$ cat src/rtl/tac_pkg.sv
package tac_pkg;

   // Command codes carried on the request channel.
   localparam logic CMD_EDGE = 1'b0;
   localparam logic CMD_TICK = 1'b1;

   // Configuration register indexes.
   localparam int unsigned CSR_INDEX_W = 3;
   localparam logic [CSR_INDEX_W-1:0] CSR_TIMER_PERIOD = 3'd0;
   localparam logic [CSR_INDEX_W-1:0] CSR_MIN_EDGE_GAP = 3'd1;
   localparam logic [CSR_INDEX_W-1:0] CSR_STALL_RPM    = 3'd2;
   localparam logic [CSR_INDEX_W-1:0] CSR_IDLE_DUTY    = 3'd3;
   localparam logic [CSR_INDEX_W-1:0] CSR_RPM_SCALE    = 3'd4;

   // Register values after reset.
   localparam logic [15:0] RESET_TIMER_PERIOD = 16'd62500;
   localparam logic [15:0] RESET_MIN_EDGE_GAP = 16'd62;
   localparam logic [15:0] RESET_STALL_RPM    = 16'd450;
   localparam logic [15:0] RESET_IDLE_DUTY    = 16'd900;
   localparam logic [7:0]  RESET_RPM_SCALE    = 8'd30;

   localparam logic [15:0] COUNT_MAX = 16'hFFFF;

   // Depth of the tick queue between the front and the back.
   localparam int unsigned QUEUE_DEPTH = 4;
   localparam int unsigned QUEUE_PTR_W = 2;

   typedef struct packed {
      logic [15:0] timer_period;
      logic [15:0] min_edge_gap;
      logic [15:0] stall_rpm;
      logic [15:0] idle_duty;
      logic [7:0]  rpm_scale;
   } tac_cfg_type;

   // One tick as handed from the front to the back.
   typedef struct packed {
      logic [15:0] pulse_count;
      logic [15:0] requested_duty;
   } tac_tick_type;

endpackage

$ cat src/rtl/tac_queue.sv
module tac_queue (
   input  logic                  clock,
   input  logic                  reset,
   input  logic                  push,
   input  tac_pkg::tac_tick_type push_data,
   output logic                  full,
   input  logic                  pop,
   output tac_pkg::tac_tick_type pop_data,
   output logic                  empty
);
   import tac_pkg::*;

   tac_tick_type             entry_ff [QUEUE_DEPTH];
   logic [QUEUE_PTR_W-1:0]   wr_ptr_ff;
   logic [QUEUE_PTR_W-1:0]   rd_ptr_ff;
   logic [QUEUE_PTR_W:0]     fill_ff;

   assign full     = (fill_ff == (QUEUE_PTR_W+1)'(QUEUE_DEPTH));
   assign empty    = (fill_ff == '0);
   assign pop_data = entry_ff[rd_ptr_ff];

   always_ff @(posedge clock) begin
      if (push) begin
         entry_ff[wr_ptr_ff] <= push_data;
      end
   end

   always_ff @(posedge clock) begin
      if (reset) begin
         wr_ptr_ff <= '0;
         rd_ptr_ff <= '0;
         fill_ff   <= '0;
      end else begin
         if (push) begin
            wr_ptr_ff <= wr_ptr_ff + 1'b1;
         end
         if (pop) begin
            rd_ptr_ff <= rd_ptr_ff + 1'b1;
         end
         case ({push, pop})
            2'b10:   fill_ff <= fill_ff + 1'b1;
            2'b01:   fill_ff <= fill_ff - 1'b1;
            default: fill_ff <= fill_ff;
         endcase
      end
   end

endmodule

$ cat src/rtl/tac_front.sv
module tac_front (
   input  logic                  clock,
   input  logic                  reset,
   input  tac_pkg::tac_cfg_type  cfg,
   input  logic                  req_valid,
   output logic                  req_ready,
   input  logic                  req_command,
   input  logic [15:0]           req_edge_time,
   input  logic                  req_pin_level,
   input  logic [15:0]           req_requested_duty,
   output logic                  push,
   output tac_pkg::tac_tick_type push_data,
   input  logic                  q_full
);
   import tac_pkg::*;

   logic [15:0] last_edge_ff, last_edge_in;
   logic [15:0] count_ff, count_in;
   logic [16:0] wrapped_sum;
   logic [16:0] gap;
   logic        accept;

   // Edges never wait; only a tick needs room in the queue.
   assign req_ready = (req_command == CMD_EDGE) || !q_full;
   assign accept    = req_valid && req_ready;

   always_comb begin
      wrapped_sum = {1'b0, req_edge_time} + {1'b0, cfg.timer_period};
      if (req_edge_time >= last_edge_ff) begin
         gap = {1'b0, req_edge_time - last_edge_ff};
      end else if (wrapped_sum > {1'b0, last_edge_ff}) begin
         gap = wrapped_sum - {1'b0, last_edge_ff};
      end else begin
         gap = '0;
      end

      last_edge_in = last_edge_ff;
      count_in     = count_ff;
      push         = 1'b0;
      push_data.pulse_count    = count_ff;
      push_data.requested_duty = req_requested_duty;

      if (accept) begin
         if (req_command == CMD_TICK) begin
            push     = 1'b1;
            count_in = '0;
         end else begin
            last_edge_in = req_edge_time;
            if (req_pin_level && (gap > {1'b0, cfg.min_edge_gap}) &&
                (count_ff != COUNT_MAX)) begin
               count_in = count_ff + 1'b1;
            end
         end
      end
   end

   always_ff @(posedge clock) begin
      if (reset) begin
         last_edge_ff <= '0;
         count_ff     <= '0;
      end else begin
         last_edge_ff <= last_edge_in;
         count_ff     <= count_in;
      end
   end

endmodule

$ cat src/rtl/tac_back.sv
module tac_back #(
   parameter int unsigned AVG_DEPTH    = 3,
   parameter int unsigned RETRY_PHASES = 2
) (
   input  logic                  clock,
   input  logic                  reset,
   input  tac_pkg::tac_cfg_type  cfg,
   output logic                  pop,
   input  tac_pkg::tac_tick_type pop_data,
   input  logic                  q_empty,
   output logic                  rsp_valid,
   input  logic                  rsp_ready,
   output logic [15:0]           rsp_rpm,
   output logic [15:0]           rsp_average_rpm,
   output logic                  rsp_stalled,
   output logic [15:0]           rsp_duty_override
);
   import tac_pkg::*;

   localparam int unsigned DEPTH_LOG   = $clog2(AVG_DEPTH);
   localparam int unsigned IDX_W       = (AVG_DEPTH > 1) ? DEPTH_LOG : 1;
   localparam int unsigned PHASE_W     = $clog2(RETRY_PHASES);
   localparam int unsigned SUM_W       = 16 + DEPTH_LOG;
   // Division by the ring depth is a multiply by a rounded-up reciprocal.
   localparam int unsigned RecipShift  = SUM_W + DEPTH_LOG;
   localparam int unsigned PROD_W      = SUM_W + RecipShift + 1;
   localparam logic [RecipShift:0] RECIP =
      (RecipShift+1)'(((64'd1 << RecipShift) + AVG_DEPTH - 1) / AVG_DEPTH);

   logic                  adv;

   logic                  s1_valid_ff;
   logic [23:0]           s1_product_ff;
   logic [15:0]           s1_duty_ff;

   logic                  s2_valid_ff;
   logic [15:0]           s2_speed_ff;
   logic                  s2_stalled_ff;
   logic [15:0]           s2_override_ff;
   logic [SUM_W-1:0]      s2_total_ff;

   logic                  s3_valid_ff;
   logic [15:0]           s3_speed_ff;
   logic                  s3_stalled_ff;
   logic [15:0]           s3_override_ff;
   logic [PROD_W-1:0]     s3_product_ff;

   logic                  out_valid_ff;
   logic [15:0]           out_rpm_ff;
   logic [15:0]           out_average_ff;
   logic                  out_stalled_ff;
   logic [15:0]           out_override_ff;

   logic [15:0]           ring_ff [AVG_DEPTH];
   logic [IDX_W-1:0]      idx_ff, idx_in;
   logic [PHASE_W-1:0]    phase_ff, phase_in;
   logic [SUM_W-1:0]      sum_ff, sum_in;

   logic [15:0]           speed;
   logic                  stall;
   logic [IDX_W-1:0]      next_idx;
   logic [SUM_W-1:0]      new_sum;
   logic [15:0]           override_in;
   logic [SUM_W-1:0]      total_in;
   logic                  ring_write;

   // The whole pipe moves together whenever the output slot can take a value.
   assign adv = !out_valid_ff || rsp_ready;
   assign pop = adv && !q_empty;

   always_comb begin
      speed    = (s1_product_ff > 24'h00FFFF) ? 16'hFFFF : s1_product_ff[15:0];
      stall    = (speed < cfg.stall_rpm) && (s1_duty_ff > cfg.idle_duty);
      next_idx = (idx_ff == IDX_W'(AVG_DEPTH - 1)) ? '0 : idx_ff + 1'b1;
      new_sum  = sum_ff - SUM_W'(ring_ff[next_idx]) + SUM_W'(speed);

      idx_in      = idx_ff;
      phase_in    = phase_ff;
      sum_in      = sum_ff;
      ring_write  = 1'b0;
      override_in = '0;
      total_in    = new_sum;

      if (stall) begin
         override_in = (phase_ff == '0) ? cfg.idle_duty : s1_duty_ff;
         phase_in    = (phase_ff == PHASE_W'(RETRY_PHASES - 1)) ? '0 : phase_ff + 1'b1;
         total_in    = sum_ff;
      end else begin
         phase_in   = PHASE_W'(1);
         idx_in     = next_idx;
         sum_in     = new_sum;
         ring_write = 1'b1;
      end
   end

   always_ff @(posedge clock) begin
      if (reset) begin
         idx_ff   <= '0;
         phase_ff <= '0;
         sum_ff   <= '0;
         for (int k = 0; k < AVG_DEPTH; k++) begin
            ring_ff[k] <= '0;
         end
      end else if (adv && s1_valid_ff) begin
         idx_ff   <= idx_in;
         phase_ff <= phase_in;
         sum_ff   <= sum_in;
         if (ring_write) begin
            ring_ff[next_idx] <= speed;
         end
      end
   end

   always_ff @(posedge clock) begin
      if (reset) begin
         s1_valid_ff  <= 1'b0;
         s2_valid_ff  <= 1'b0;
         s3_valid_ff  <= 1'b0;
         out_valid_ff <= 1'b0;
      end else if (adv) begin
         s1_valid_ff  <= !q_empty;
         s2_valid_ff  <= s1_valid_ff;
         s3_valid_ff  <= s2_valid_ff;
         out_valid_ff <= s3_valid_ff;
      end
   end

   always_ff @(posedge clock) begin
      if (adv) begin
         s1_product_ff   <= 24'(pop_data.pulse_count) * 24'(cfg.rpm_scale);
         s1_duty_ff      <= pop_data.requested_duty;

         s2_speed_ff     <= speed;
         s2_stalled_ff   <= stall;
         s2_override_ff  <= override_in;
         s2_total_ff     <= total_in;

         s3_speed_ff     <= s2_speed_ff;
         s3_stalled_ff   <= s2_stalled_ff;
         s3_override_ff  <= s2_override_ff;
         s3_product_ff   <= PROD_W'(s2_total_ff) * PROD_W'(RECIP);

         out_rpm_ff      <= s3_speed_ff;
         out_stalled_ff  <= s3_stalled_ff;
         out_override_ff <= s3_override_ff;
         out_average_ff  <= s3_product_ff[RecipShift +: 16];
      end
   end

   assign rsp_valid         = out_valid_ff;
   assign rsp_rpm           = out_rpm_ff;
   assign rsp_average_rpm   = out_average_ff;
   assign rsp_stalled       = out_stalled_ff;
   assign rsp_duty_override = out_override_ff;

endmodule

$ cat src/rtl/tachometer_with_stall_retry.sv
// Motor tachometer with a stall retry path.
// The request channel carries two kinds of transaction. A pin edge transaction
// (command 0) gives the timer value at the edge and the pin level after it; it
// never produces a response. A one-second tick transaction (command 1) gives the
// operator's requested duty and produces exactly one response transaction with
// the rpm, the running average, the stall flag and the duty override.
// The configuration channel writes one register per transaction by index and
// is always ready; it is meant to be used while no tick is in flight.
// Edge transactions are taken every cycle. A tick is taken in any cycle in
// which the four-entry tick queue has room, so one transaction per cycle is
// sustained while the receiver accepts responses. A tick's response passes
// through the queue, then the rpm multiply, the ring update, the reciprocal
// multiply for the average, and the output register.
// When the receiver stalls, the back pipeline holds, the queue fills and then
// further ticks wait, while edges keep being counted.
// Synchronous reset restores the register defaults and clears the pulse count,
// the speed ring, the ring sum and the retry phase.
module tachometer_with_stall_retry #(
   parameter int unsigned AVG_DEPTH    = 3,
   parameter int unsigned RETRY_PHASES = 2
) (
   input  logic                            clock,
   input  logic                            reset,
   input  logic                            req_valid,
   output logic                            req_ready,
   input  logic                            req_command,
   input  logic [15:0]                     req_edge_time,
   input  logic                            req_pin_level,
   input  logic [15:0]                     req_requested_duty,
   output logic                            rsp_valid,
   input  logic                            rsp_ready,
   output logic [15:0]                     rsp_rpm,
   output logic [15:0]                     rsp_average_rpm,
   output logic                            rsp_stalled,
   output logic [15:0]                     rsp_duty_override,
   input  logic                            csr_valid,
   output logic                            csr_ready,
   input  logic [tac_pkg::CSR_INDEX_W-1:0] csr_index,
   input  logic [15:0]                     csr_data
);
   import tac_pkg::*;

   tac_cfg_type  cfg_ff;
   logic         push;
   tac_tick_type push_data;
   logic         q_full;
   logic         pop;
   tac_tick_type pop_data;
   logic         q_empty;

   // Register file. Writes to an unknown index are dropped.
   assign csr_ready = 1'b1;

   always_ff @(posedge clock) begin
      if (reset) begin
         cfg_ff.timer_period <= RESET_TIMER_PERIOD;
         cfg_ff.min_edge_gap <= RESET_MIN_EDGE_GAP;
         cfg_ff.stall_rpm    <= RESET_STALL_RPM;
         cfg_ff.idle_duty    <= RESET_IDLE_DUTY;
         cfg_ff.rpm_scale    <= RESET_RPM_SCALE;
      end else if (csr_valid && csr_ready) begin
         case (csr_index)
            CSR_TIMER_PERIOD: cfg_ff.timer_period <= csr_data;
            CSR_MIN_EDGE_GAP: cfg_ff.min_edge_gap <= csr_data;
            CSR_STALL_RPM:    cfg_ff.stall_rpm    <= csr_data;
            CSR_IDLE_DUTY:    cfg_ff.idle_duty    <= csr_data;
            CSR_RPM_SCALE:    cfg_ff.rpm_scale    <= csr_data[7:0];
            default:          cfg_ff              <= cfg_ff;
         endcase
      end
   end

   // The front counts pulses and snapshots the count on each tick.
   tac_front u_front (
      .clock              (clock),
      .reset              (reset),
      .cfg                (cfg_ff),
      .req_valid          (req_valid),
      .req_ready          (req_ready),
      .req_command        (req_command),
      .req_edge_time      (req_edge_time),
      .req_pin_level      (req_pin_level),
      .req_requested_duty (req_requested_duty),
      .push               (push),
      .push_data          (push_data),
      .q_full             (q_full)
   );

   // The queue lets the front keep taking ticks while the receiver stalls, until it fills.
   tac_queue u_queue (
      .clock     (clock),
      .reset     (reset),
      .push      (push),
      .push_data (push_data),
      .full      (q_full),
      .pop       (pop),
      .pop_data  (pop_data),
      .empty     (q_empty)
   );

   // The back turns each tick into rpm, runs the stall decision and averages.
   tac_back #(
      .AVG_DEPTH    (AVG_DEPTH),
      .RETRY_PHASES (RETRY_PHASES)
   ) u_back (
      .clock             (clock),
      .reset             (reset),
      .cfg               (cfg_ff),
      .pop               (pop),
      .pop_data          (pop_data),
      .q_empty           (q_empty),
      .rsp_valid         (rsp_valid),
      .rsp_ready         (rsp_ready),
      .rsp_rpm           (rsp_rpm),
      .rsp_average_rpm   (rsp_average_rpm),
      .rsp_stalled       (rsp_stalled),
      .rsp_duty_override (rsp_duty_override)
   );

endmodule
$ cat config.mk
export PLATFORM = sky130hd
export DESIGN_NAME = tachometer_with_stall_retry
export DESIGN_NICKNAME = d
export VERILOG_FILES = /design/src/rtl/tac_pkg.sv /design/src/rtl/tac_queue.sv /design/src/rtl/tac_front.sv /design/src/rtl/tac_back.sv /design/src/rtl/tachometer_with_stall_retry.sv
export SDC_FILE = /design/constraint.sdc
export NUM_CORES = 2
export LEC_CHECK = 0
export BUFFER_PORTS_ARGS = -buffer_cell sky130_fd_sc_hd__buf_2
export CORE_ASPECT_RATIO = 1.5
export CORE_MARGIN = 5
export CORE_UTILIZATION = 29
export CTS_CLUSTER_DIAMETER = 30
export DETAILED_ROUTE_END_ITERATION = 10
export GPL_TIMING_DRIVEN = 0
export PLACE_DENSITY = 0.42
export SLEW_MARGIN = 10
export SYNTH_ARGS = -nofsm -noshare
export SYNTH_HDL_FRONTEND = slang
export SYNTH_SLANG_ARGS = --single-unit
$ cat constraint.sdc
create_clock -name clock -period 9.25 [get_ports clock]
set_input_delay 0.4625 -clock clock [delete_from_list [all_inputs] [get_ports clock]]
set_output_delay 0.4625 -clock clock [all_outputs]
set_load 0.02 [all_outputs]
==> results.yml <==
yosys:
  synth_cells: 2857
  synth_area_sq_mm: 0.0317
  synth_edf_count: 365
  syn_nets: 3444
  avgSynthCellArea_sq_um: 11.1
  ys.flop_type: "edfxtp_1"
  yosys-top-cells-area: "edfxtp_1 35%, fa_1 14%, ha_1 12%"
  synth_warnings: 0
  ys_seq_elements: 503
  synth_area_leader_cell: "edfxtp_1"
  synth-seq-area-share_pct: 43.3
  synthDominantCellAreaShare_pct: 34.6
  async_reset_ff_share_pct: 0
  yosysUniqueCellTypes: 77
die:
  boundaryPins: 110
  die_w_um: 280
  die_area_sq_mm: 0.116
  initial_core_util_pct: 29.2
  fp.dieH_um: 415
  rows: 148
  core_area_sq_mm: 0.109
clocking:
  clk_pin_slew_ps: 50
  cts.htree.levels: 3
  clock_sinks: 503
  cts_buffers: 108
  clock_path_buffers: 3
  root_buffer: "clkbuf_16"
  cts_tree: "built"
  post_cts_buffers: 0
  cts-resized-gates: 0
  clk_latency_ps: 660
  cts_hold_buf: 16
critical_path:
  crit_type: "reg -> reg"
  endpoint_kind: "register"
  crit_slowest_cell: "or4_1"
  worst-path-max-fanout: 10
  crit_required_ps: 9760
  arrival_ps: 8710
  worstSetupStartpointType: "register"
  cp_slowest_stage_delay_ps: 520
placement:
  place_congestion: 0.869
  place_ws_ps: 802
  io_buffers: 107
  hpwl_mm: 65.9
sta:
  period_minus_slack_ps: 8200
  worst_pin_slew_ps: 1240
  finalCritPeriodShare_pct: 88.7
  slew_headroom_pct: 17.5
  finalSetupViolations: 0
  slew_viol_final: 0
  setup_slack_ps: 1050
  finalHoldViolCount: 0
  fin_tns_setup_ps: 0
  max_freq_ghz: 0.122
  grt_setup_unrepaired: "no"
  fin_skew_ps: 26.1
outcome:
  status: "finished clean"
grt:
  grt_max_degree: 100
  grt_pass1_vias: 23300
  gr-usage-all-layers_pct: 14.4
  grt_overflow_total: 0
  grt_first_pass_wirelength_mm: 131
  antenna_found_initial: 5
layout:
  area_growth_pct: 20.4
  drive_gt1_share_pct: 11.2
  nFillCells: 11000
  finish.utilization_pct: 35.2
  final_nets: 3682
detailed_routing:
  via_per_inst: 4.60
  ant_nets: 0
  routed_wirelength_mm: 83.0
  vias: 21300
  drt_iter0_markers: 916
  drtPass1Iterations: 5
  wl_per_cell_um: 18.0
  drcViolationCount: 0
job:
  maxCapViolCount: 0
worst_hold_path:
  hold_path.class: "in -> reg"
## cell families (layout without fill, tap and decap cells)
family / after synthesis / count (layout) / share of synthesized area, %
AO/OA/AOI/OAI: 408 / 408 / 8.11
XOR/XNOR: 99 / 99 / 2.74
adder cells (fa/ha/maj): 529 / 529 / 26.0
buffers and inverters: 488 / 822 / 5.82
flip-flops: 503 / 503 / 43.3
multiplexers: 64 / 64 / 3.28
other: 1 / 7 / 0.0118
AND/OR/NAND/NOR: 765 / 765 / 10.8
## worst max-delay path: cells and delay by family (launching register included)
| family | cells | cell delay (ps) |
|---|---|---|
| compound gates | 19 | 3980 |
| simple gates | 8 | 1460 |
| buf+inv | 3 | 1160 |
| fa+ha+maj | 3 | 970 |
| flops | 1 | 320 |
| xor+xnor | 1 | 180 |
## flip-flops by register name, summed over array words and instances (netlist names), 18 cells and up, named ones only
name	flops
u_queue.entry_ff	128
u_back.sum_ff	18
cfg_ff	72
u_back.s2_total_ff	18
u_back.s1_product_ff	24
u_back.ring_ff	48
## worst paths after layout
check / from / end / slack, ps / depth (start not counted)
max: cfg_ff[57]$_SDFFE_PP0P_ / u_front.count_ff[5]$_SDFFE_PP0P_ / 1050 / 34
min: req_edge_time[5] / u_front.last_edge_ff[5]$_SDFFE_PP0P_ / 80 / 3
max reg2reg: cfg_ff[57]$_SDFFE_PP0P_ / u_front.count_ff[5]$_SDFFE_PP0P_ / 1050 / 34
min reg2reg: u_back.s2_override_ff[8]$_SDFFCE_PN0N_ / u_back.s3_override_ff[8]$_DFFE_PN_ / 410 / 0
## per-layer routing
layer / global-route usage (%) / wire [um]
met1: 16.2 / 32600
met2: 27.3 / 44800
met3: 2.05 / 2980
met4: 5.26 / 2680
met5: 0 / 0
## cell usage in the layout, fill, tap and decap left out, types with 11 or more instances in the layout
cell	Yosys	layout
o22ai_1	15	15
nor2_1	172	172
nor3_1	15	15
a21oi_1	175	175
clkbuf_1	70	81
dfxtp_1	138	138
inv_1	402	401
ha_1	315	315
a21o_1	42	42
mux2i_1	32	32
clkbuf_16	0	113
o21ai_0	50	50
mux4_2	32	32
buf_1	11	11
a211o_1	12	12
xnor2_1	65	65
clkinvlp_4	0	15
nand3_1	29	29
clkinv_2	0	17
nand4_1	17	17
nand2_1	369	369
and2_1	70	66
bufinv_16	0	12
and3_1	20	20
a31oi_1	15	15
clkinv_4	0	16
nand2b_1	15	15
nand3b_1	19	19
buf_2	2	109
xor2_1	34	34
edfxtp_1	365	365
fa_1	214	214
nor2b_1	14	14
dlygate4sd3_1	0	16
## cell usage after synthesis, drive strengths merged, types with 14 or more instances
| master | count |
|---|---|
| edfxtp | 365 |
| and2 | 71 |
| nor3 | 15 |
| xor2 | 34 |
| o21ai | 61 |
| mux4 | 32 |
| a21o | 42 |
| dfxtp | 138 |
| ha | 315 |
| and3 | 20 |
| inv | 402 |
| clkbuf | 70 |
| mux2i | 32 |
| nand3 | 29 |
| nand2b | 15 |
| nor2 | 172 |
| fa | 214 |
| a31oi | 15 |
| nand3b | 19 |
| xnor2 | 65 |
| nand2 | 369 |
| o22ai | 15 |
| nor2b | 14 |
| nand4 | 17 |
| buf | 15 |
| a21oi | 176 |
## through the flow
step	hold WS [ps]	area, sq um	std cells
final	84.0	38100	4622
after global routing	71.8	38100	4616
after CTS	27.8	38100	4616
after detailed placement	405	34200	4394
after global placement	402	34000	4389
after floorplan	400	31700	2857
## final cells by class
class,instances,area (sq um),area share (%)
multi-input combinational,1866,16100,42.3
sequential,503,13700,36.0
clock buffer,128,2920,7.67
tap,1425,1780,4.67
inverter,403,1520,3.99
clock inverter,78,891,2.34
timing repair buffer,128,826,2.16
buffer,85,333,0.873
antenna,6,15.0,0.0394
Power is left out: the tool's default activity adds up to more than one toggle a clock period on the data nets, which glitch-free logic cannot reach.
